`src/hdl/apu_pkg.sv`:
```
// ----------------------------------------------------------------------------
// apu_pkg
// Shared types, character codes and helpers for the address prefix parser.
// ----------------------------------------------------------------------------
package apu_pkg;

    // numeric limits
    localparam int unsigned FieldW   = 16;
    localparam int unsigned NumField = 4;
    localparam int unsigned SumW     = FieldW + 4;

    // character codes
    localparam logic [7:0] CHR_SPACE = 8'h20;
    localparam logic [7:0] CHR_TAB   = 8'h09;
    localparam logic [7:0] CHR_CR    = 8'h0D;
    localparam logic [7:0] CHR_ZERO  = 8'h30;
    localparam logic [7:0] CHR_NINE  = 8'h39;
    localparam logic [7:0] CHR_COLON = 8'h3A;
    localparam logic [7:0] CHR_SLASH = 8'h2F;
    localparam logic [7:0] CHR_DOT   = 8'h2E;

    // number index
    localparam logic [1:0] LVL_ZONE  = 2'd0;
    localparam logic [1:0] LVL_NET   = 2'd1;
    localparam logic [1:0] LVL_NODE  = 2'd2;
    localparam logic [1:0] LVL_POINT = 2'd3;

    // parser phase
    typedef enum logic [1:0] {
        PH_LEAD,
        PH_NUM,
        PH_SEP,
        PH_TRAIL
    } t_phase;

    // input item
    typedef struct packed {
        logic       has_char;
        logic [7:0] char_code;
        logic       last;
    } t_in_item;

    // result item
    typedef struct packed {
        logic              valid_res;
        logic [2:0]        depth;
        logic [FieldW-1:0] zone;
        logic [FieldW-1:0] net;
        logic [FieldW-1:0] node;
        logic [FieldW-1:0] point;
    } t_out_item;

    // character class
    typedef struct packed {
        logic       is_blank;
        logic       is_digit;
        logic [3:0] digit;
        logic       is_colon;
        logic       is_slash;
        logic       is_dot;
    } t_char_class;

    // separator that may follow the number at this level
    function automatic logic sep_match(input logic [1:0] lvl, input t_char_class cls);
        logic hit;
        case (lvl)
            LVL_ZONE: hit = cls.is_colon;
            LVL_NET:  hit = cls.is_slash;
            LVL_NODE: hit = cls.is_dot;
            default:  hit = 1'b0;
        endcase
        return hit;
    endfunction

endpackage

```
`src/hdl/apu_char_class.sv`:
```
// ----------------------------------------------------------------------------
// apu_char_class
// Sorts one byte into blank, digit and separator classes.
// ----------------------------------------------------------------------------
module apu_char_class
    import apu_pkg::*;
(
    input  logic [7:0]  i_char_code,
    output t_char_class o_cls
);

    // blanks are space and tab through carriage return
    always_comb begin
        o_cls.is_blank = (i_char_code == CHR_SPACE) ||
                         ((i_char_code >= CHR_TAB) && (i_char_code <= CHR_CR));
        o_cls.is_digit = (i_char_code >= CHR_ZERO) && (i_char_code <= CHR_NINE);
        // low nibble of an ascii digit is its value
        o_cls.digit    = i_char_code[3:0];
        o_cls.is_colon = (i_char_code == CHR_COLON);
        o_cls.is_slash = (i_char_code == CHR_SLASH);
        o_cls.is_dot   = (i_char_code == CHR_DOT);
    end

endmodule

```
`src/hdl/apu_parser.sv`:
```
// ----------------------------------------------------------------------------
// apu_parser
// Parse state and its single-pass update for one character, result on last.
// ----------------------------------------------------------------------------
module apu_parser
    import apu_pkg::*;
(
    input  logic        i_clk,
    input  logic        i_rst_n,
    input  logic        i_go,
    input  logic        i_has_char,
    input  logic        i_last,
    input  t_char_class i_cls,
    output t_out_item   o_res
);

    t_phase            r_phase, n_phase, u_phase;
    logic [1:0]        r_level, n_level, u_level;
    logic [FieldW-1:0] r_acc, n_acc, u_acc;
    logic [FieldW-1:0] r_fields [NumField];
    logic [FieldW-1:0] n_fields [NumField];
    logic [FieldW-1:0] u_fields [NumField];
    logic [2:0]        r_nread, n_nread, u_nread;
    logic              r_failed, n_failed, u_failed;

    logic [FieldW-1:0] acc_base;
    logic [SumW-1:0]   acc_sum;
    logic              acc_ovf;
    logic              ok;

    // decimal accumulate: base * 10 + digit
    always_comb begin
        acc_base = (r_phase == PH_NUM) ? r_acc : '0;
        acc_sum  = ({4'd0, acc_base} << 3) + ({4'd0, acc_base} << 1)
                 + {{(SumW-4){1'b0}}, i_cls.digit};
        acc_ovf  = (acc_sum[SumW-1:FieldW] != '0);
    end

    // character step
    always_comb begin
        u_phase  = r_phase;
        u_level  = r_level;
        u_acc    = r_acc;
        u_fields = r_fields;
        u_nread  = r_nread;
        u_failed = r_failed;
        if (i_has_char && !r_failed) begin
            case (r_phase)
                PH_LEAD, PH_SEP: begin
                    if (i_cls.is_digit) begin
                        // start a new number
                        u_phase = PH_NUM;
                        u_nread = {1'b0, r_level} + 3'd1;
                        if (acc_ovf) begin
                            u_failed = 1'b1;
                        end else begin
                            u_acc             = acc_sum[FieldW-1:0];
                            u_fields[r_level] = acc_sum[FieldW-1:0];
                        end
                    end else if (i_cls.is_blank) begin
                        if (r_phase == PH_SEP) begin
                            u_phase = PH_TRAIL;
                        end
                    end else begin
                        u_failed = 1'b1;
                    end
                end
                PH_NUM: begin
                    if (i_cls.is_digit) begin
                        if (acc_ovf) begin
                            u_failed = 1'b1;
                        end else begin
                            u_acc             = acc_sum[FieldW-1:0];
                            u_fields[r_level] = acc_sum[FieldW-1:0];
                        end
                    end else if (i_cls.is_blank) begin
                        u_phase = PH_TRAIL;
                    end else if (sep_match(r_level, i_cls)) begin
                        u_level = r_level + 2'd1;
                        u_acc   = '0;
                        u_phase = PH_SEP;
                    end else begin
                        u_failed = 1'b1;
                    end
                end
                default: begin
                    if (!i_cls.is_blank) begin
                        u_failed = 1'b1;
                    end
                end
            endcase
        end
    end

    // result of the text so far
    always_comb begin
        ok              = !u_failed && (u_nread != 3'd0);
        o_res.valid_res = ok;
        o_res.depth     = ok ? u_nread : 3'd0;
        o_res.zone      = ok ? u_fields[LVL_ZONE]  : '0;
        o_res.net       = ok ? u_fields[LVL_NET]   : '0;
        o_res.node      = ok ? u_fields[LVL_NODE]  : '0;
        o_res.point     = ok ? u_fields[LVL_POINT] : '0;
    end

    // next state: hold when idle, clear after the last item
    always_comb begin
        n_phase  = r_phase;
        n_level  = r_level;
        n_acc    = r_acc;
        n_fields = r_fields;
        n_nread  = r_nread;
        n_failed = r_failed;
        if (i_go) begin
            if (i_last) begin
                n_phase  = PH_LEAD;
                n_level  = '0;
                n_acc    = '0;
                n_fields = '{default: '0};
                n_nread  = '0;
                n_failed = 1'b0;
            end else begin
                n_phase  = u_phase;
                n_level  = u_level;
                n_acc    = u_acc;
                n_fields = u_fields;
                n_nread  = u_nread;
                n_failed = u_failed;
            end
        end
    end

    // state registers
    always_ff @(posedge i_clk) begin
        if (!i_rst_n) begin
            r_phase  <= PH_LEAD;
            r_level  <= '0;
            r_acc    <= '0;
            r_fields <= '{default: '0};
            r_nread  <= '0;
            r_failed <= 1'b0;
        end else begin
            r_phase  <= n_phase;
            r_level  <= n_level;
            r_acc    <= n_acc;
            r_fields <= n_fields;
            r_nread  <= n_nread;
            r_failed <= n_failed;
        end
    end

endmodule

```
`src/hdl/address_prefix_parser_unit.sv`:
```
// ----------------------------------------------------------------------------
// address_prefix_parser_unit
// Streaming parser of a zone:net/node.point address prefix, one char per item.
// ----------------------------------------------------------------------------
// result path: a last item passes the input register, and its result is then
//   registered in the output register, where it waits until it is taken
// throughput: one item per cycle; the input stage holds only while it holds a
//   last item and a stalled result still waits in the output register
// reset: synchronous active low, clears the parse state and both valid flags
// ----------------------------------------------------------------------------
module address_prefix_parser_unit
    import apu_pkg::*;
(
    input  logic      i_clk,
    input  logic      i_rst_n,
    input  logic      i_in_valid,
    output logic      o_in_stall,
    input  t_in_item  i_in_data,
    output logic      o_out_valid,
    input  logic      i_out_stall,
    output t_out_item o_out_data
);

    logic        r_in_valid;
    t_in_item    r_in;
    logic        r_out_valid;
    t_out_item   r_out;
    logic        proc_go;
    logic        out_take;
    t_char_class cls;
    t_out_item   res;

    // process the held item unless its result has nowhere to go
    assign out_take   = r_out_valid && !i_out_stall;
    assign proc_go    = r_in_valid && (!r_in.last || !r_out_valid || !i_out_stall);
    assign o_in_stall = r_in_valid && !proc_go;

    // input register
    always_ff @(posedge i_clk) begin
        if (!i_rst_n) begin
            r_in_valid <= 1'b0;
        end else if (!o_in_stall) begin
            r_in_valid <= i_in_valid;
        end
    end

    always_ff @(posedge i_clk) begin
        if (i_in_valid && !o_in_stall) begin
            r_in <= i_in_data;
        end
    end

    apu_char_class u_cls (
        .i_char_code (r_in.char_code),
        .o_cls       (cls)
    );

    apu_parser u_parser (
        .i_clk      (i_clk),
        .i_rst_n    (i_rst_n),
        .i_go       (proc_go),
        .i_has_char (r_in.has_char),
        .i_last     (r_in.last),
        .i_cls      (cls),
        .o_res      (res)
    );

    // result register
    always_ff @(posedge i_clk) begin
        if (!i_rst_n) begin
            r_out_valid <= 1'b0;
        end else if (proc_go && r_in.last) begin
            r_out_valid <= 1'b1;
        end else if (out_take) begin
            r_out_valid <= 1'b0;
        end
    end

    always_ff @(posedge i_clk) begin
        if (proc_go && r_in.last) begin
            r_out <= res;
        end
    end

    assign o_out_valid = r_out_valid;
    assign o_out_data  = r_out;

    // a valid result always carries a depth, an invalid one never
    a_depth_matches: assert property (@(posedge i_clk) disable iff (!i_rst_n)
        o_out_valid |-> (o_out_data.valid_res == (o_out_data.depth != 3'd0)))
        else $error("result depth disagrees with valid_res");

    a_depth_range: assert property (@(posedge i_clk) disable iff (!i_rst_n)
        o_out_valid |-> (o_out_data.depth <= 3'd4))
        else $error("result depth above four");

    // input side stalls only when its stage holds an item
    a_stall_cause: assert property (@(posedge i_clk) disable iff (!i_rst_n)
        o_in_stall |-> r_in_valid)
        else $error("input stalled with empty stage");

    // a processed last item always lands in the result register
    a_last_lands: assert property (@(posedge i_clk) disable iff (!i_rst_n)
        (proc_go && r_in.last) |=> o_out_valid)
        else $error("last item produced no result");

endmodule
```
`config.mk`:
```
export PLATFORM = sky130hd
export DESIGN_NAME = address_prefix_parser_unit
export DESIGN_NICKNAME = d
export VERILOG_FILES = /design/src/hdl/apu_pkg.sv /design/src/hdl/apu_char_class.sv /design/src/hdl/apu_parser.sv /design/src/hdl/address_prefix_parser_unit.sv
export SDC_FILE = /design/constraint.sdc
export NUM_CORES = 1
export LEC_CHECK = 0
export BUFFER_PORTS_ARGS = -buffer_cell sky130_fd_sc_hd__buf_2
export CAP_MARGIN = 10
export CELL_PAD_IN_SITES_DETAIL_PLACEMENT = 0
export CELL_PAD_IN_SITES_GLOBAL_PLACEMENT = 1
export CORE_MARGIN = 2
export CORE_UTILIZATION = 40
export CTS_CLUSTER_DIAMETER = 120
export DETAILED_ROUTE_END_ITERATION = 7
export PLACE_DENSITY_LB_ADDON = 0.1
export SETUP_SLACK_MARGIN = 0.15
export SLEW_MARGIN = 15
export SYNTH_ARGS = -nofsm -noshare
export SYNTH_HDL_FRONTEND = slang
export SYNTH_SLANG_ARGS = --single-unit
```
`constraint.sdc`:
```
create_clock -name i_clk -period 5.8 [get_ports i_clk]
set_input_delay 0.87 -clock i_clk [delete_from_list [all_inputs] [get_ports i_clk]]
set_output_delay 0.87 -clock i_clk [all_outputs]
set_load 0.005 [all_outputs]
```
==> results by group <==
Placed design
  – Placer Congestion: 0.828
  – DP Wirelength: 14300 um
  – IO Port Bufs: 83
  – Cell Count Post-Placement: 1053

Synth
  – Number of enable flip-flop cells after synthesis: 78
  – Mux cell area share after synthesis: 9.89%
  – Largest family of logic cells by synthesized area: simple AND/OR/NAND/NOR gates
  – Yosys cell types: 60
  – XOR/XNOR Fraction of Synth Area: 1.75%
  – Sequential-to-total area share from yosys stat: 51.7%
  – Dominant cell type by area after synthesis: edfxtp_1
  – Seq cells post-synth: 168
  – Synth top area share: 29.3%
  – Simple logic cell fraction of the synthesized area: 14.0%
  – Most instantiated cells after synthesis: nor2_1 (93), dfxtp_1 (90), edfxtp_1 (78), mux2i_1 (78), o2bb2ai_1 (57)
  – Most frequent cell after synthesis: nor2_1
  – Synth top area cells: edfxtp_1 (29%), dfxtp_1 (23%), mux2i_1 (9.8%)
  – Synthesized area: 0.00801 sq mm
  – Avg Cell Area, Syn: 11.1 sq um
  – Predominant post-synthesis flop cell: dfxtp_1
  – Synth Area in Adders: 5.88%
  – Post-synthesis compound-gate area fraction: 13.7%
  – Synthesized net count: 771
  – Async SR Flop Fraction: 0%
  – Yosys warning count: 0
  – Post-Syn Instances: 720

Routing
  – DR vias: 5732
  – Drt first-iter violations: 302
  – 1st-pass router iterations: 5
  – ANT nets after route: 0
  – Routed WL per cell: 18.6 um
  – Drt via density: 5.28
  – Final wirelength: 20100 um
  – Drc violations: 0

Floorplan
  – # IOs: 84
  – CORE AREA: 0.0195 sq mm
  – Row Count: 51
  – Initial Util: 41.0%
  – Die ar.: 0.0212 sq mm
  – Die height: 145 um
  – Die Wd: 145 um

STA
  – # setup viols final: 0
  – Maximum clock rate: 0.204 GHz
  – Final Slew Violations: 0
  – RSZ-0062 raised after global routing: false
  – Slew @ Worst Pin: 0.869 ns
  – Setup_tns: 0 ns
  – Min Tclk post-route: 4.90 ns
  – Setup Skew: 0.00932 ns
  – Hold Fails Final Rpt: 0
  – Final worst path period share: 84.4%
  – Slew HR: 41.9%

Setup path
  – Slowest CP cell: nor4_1
  – Flop-to-flop setup slack: 0.90 ns
  – CP dominant cell by count: buf_4
  – Worst path arrival time: 5.13 ns
  – Worst endpoint required time: 6.04 ns
  – Critical path peak fanout: 41
  – CP cell instances: nor2b_1 > buf_4 > nand2_1 > xnor2_1 > ha_1 > inv_1 > fa_1 > nand2b_1 > a21oi_1 > o21ai_1 > o41ai_1 > mux2_2 > nor4_1 > o21ai_4 > buf_4 > a211oi_1
  – Slowest stage delay, CP: 0.65 ns
  – Reg2Reg Capture Point: o_out_data[35]
  – Worst R2R Start: u_parser.r_phase[0]
  – CP Class: flip-flop to flip-flop
  – Crit end category: flip-flop
  – Worst r2r path cells: 16
  – Startpoint Class: flip-flop

GRT
  – Total GRT Usage: 19.7%
  – Via count of the first global-routing pass: 5770
  – First-pass GRT wire length: 32700 um
  – Initial antenna violation count: 0
  – Pin count of the biggest net entering global routing: 42
  – Grt total ovfl: 0

Power and ir drop
  – Lkg Pwr: 3.50 nW
  – Pwr Density: 263 mW/mm^2
  – Max IR drop VDD: 211 uV

Clock tree
  – Setup Buffers After CTS: 0
  – Cts hold-fix bufs: 0
  – Clk root buf: clkbuf_16
  – H-tree lvl count: 4
  – TritonCTS Buffers: 17
  – Clk sinks: 168
  – Worst skew pair latency: 0.43 ns
  – Clock Path Buffers: 2
  – Clock transition at path regs: 0.07 ns
  – CTS tree: yes
  – Post-CTS sizing: 0

Cells and area
  – Fin nets: 858
  – Share of cells above drive strength 1: 18.7%
  – Layout Area Growth over Synthesis: 16.0%
  – Antenna fix cells: 0
  – Final non-filler cell total: 1085
  – Final Util: 47.6%
  – Filler Cell Count: 1867

Outcome
  – Outcome: complete, no violations

Job
  – Total of max-cap violations: 0

Worst hold path
  – Worst Hold Path EP: u_parser.r_acc[3]
  – Hold WC Path Type: flip-flop to flip-flop
  – Worst hold start: u_parser.r_acc[3]
  – Hold path cells: 2
-- worst max path at each step --
stage,from,endpoint,slack (ns),cells after the start
5_1_grt,u_parser.r_phase[0],o_out_data[35],0.57,16
2_1_floorplan,u_parser.r_phase[0],o_out_data[10],1.42,17
3_5_place_dp,u_parser.r_phase[0],o_out_data[35],0.85,16
6_report,u_parser.r_phase[0],o_out_data[35],0.90,16
3_3_place_gp,u_parser.r_phase[0],o_out_data[3],1.06,16
4_1_cts,u_parser.r_phase[0],o_out_data[35],0.85,16
-- registers in the layout (all words and copies together) (netlist names) --
signal	cells
o_out_data	68
o_out_valid	1
r_in	10
r_in_valid	1
u_parser.r_acc	16
u_parser.r_failed	1
u_parser.r_fields	64
u_parser.r_level	2
u_parser.r_nread	3
u_parser.r_phase	2
-- cells by family after synthesis --
group | after synthesis
xor gates and xnor gates | 16
buffers and inverters | 48
and+or+nand+nor | 226
DFF | 168
muxes | 79
adders and majority gates | 37
AOI/OAI and AO/OA | 146
-- worst max-delay path, delay by kind of cell, from the launching register on --
family / cells / cell delay, ns
simple gates: 4 / 1.12
compound gates: 5 / 1.06
fa+ha+maj: 2 / 0.77
buf+inv: 3 / 0.56
mux: 1 / 0.53
flops: 1 / 0.49
xor+xnor: 1 / 0.15
-- metal layers --
metal  GRT usage [%]  vias to the layer above  routed length [um]
met2            31.1                      109                9120
met5               0                        -                   0
met4            5.88                        0                 324
met1            27.9                     2780               10100
li1                -                     2823                   -
met3            3.54                       20                 617
-- stage by stage --
stage               hold slack, ns  power (mW)  instance area, sq um  worst slack (ns)
global placement             0.439        1.36                  8700              1.06
detailed placement           0.446        1.36                  8700             0.855
global route                 0.480        2.52                  9290             0.570
floorplan                    0.427        1.33                  8010              1.42
finish                       0.453        2.44                  9290             0.905
CTS                          0.457        2.47                  9290             0.855
-- report_power, final --
part	internal (mW)	switching, mW	leakage, nW
Clock	0.575	0.536	0.280
Sequential	1.25	0.0100	1.55
Combinational	0.0236	0.0542	1.67
-- cell usage in the layout (no fill, tap or decap), types with 3 or more instances in the layout --
master,Yosys,final
a21oi_1,33,33
clkinv_8,0,3
nor2_1,93,93
ha_1,36,36
buf_4,3,15
nor2b_1,10,10
nor4_4,4,4
nand2b_1,4,4
o21ai_2,4,4
nand3_1,11,11
o21ai_0,11,11
nor3_1,7,7
o2bb2ai_1,57,57
a22o_1,8,8
edfxtp_1,78,78
nor4_1,6,6
dfxtp_1,90,90
a21boi_0,3,3
inv_1,18,17
buf_2,13,83
nand2_1,49,49
a211oi_1,4,4
and3_1,3,3
mux2i_1,78,78
nand3b_1,3,3
clkinv_4,0,4
clkbuf_16,0,17
xnor2_1,15,15
nor2_2,5,5
and2_1,23,23
inv_8,0,4
-- final cells by class --
class	instances	area (sq um)	share of cell area, %
well taps	265	332	3.57
flip-flops and latches	168	4140	44.6
inverters	18	67.6	0.727
multi-input cells	504	3630	39.1
clock buffers	17	425	4.58
repair buffers	98	528	5.69
clock inverters	15	161	1.74
Note: power is estimated with default switching activity, not from simulation.
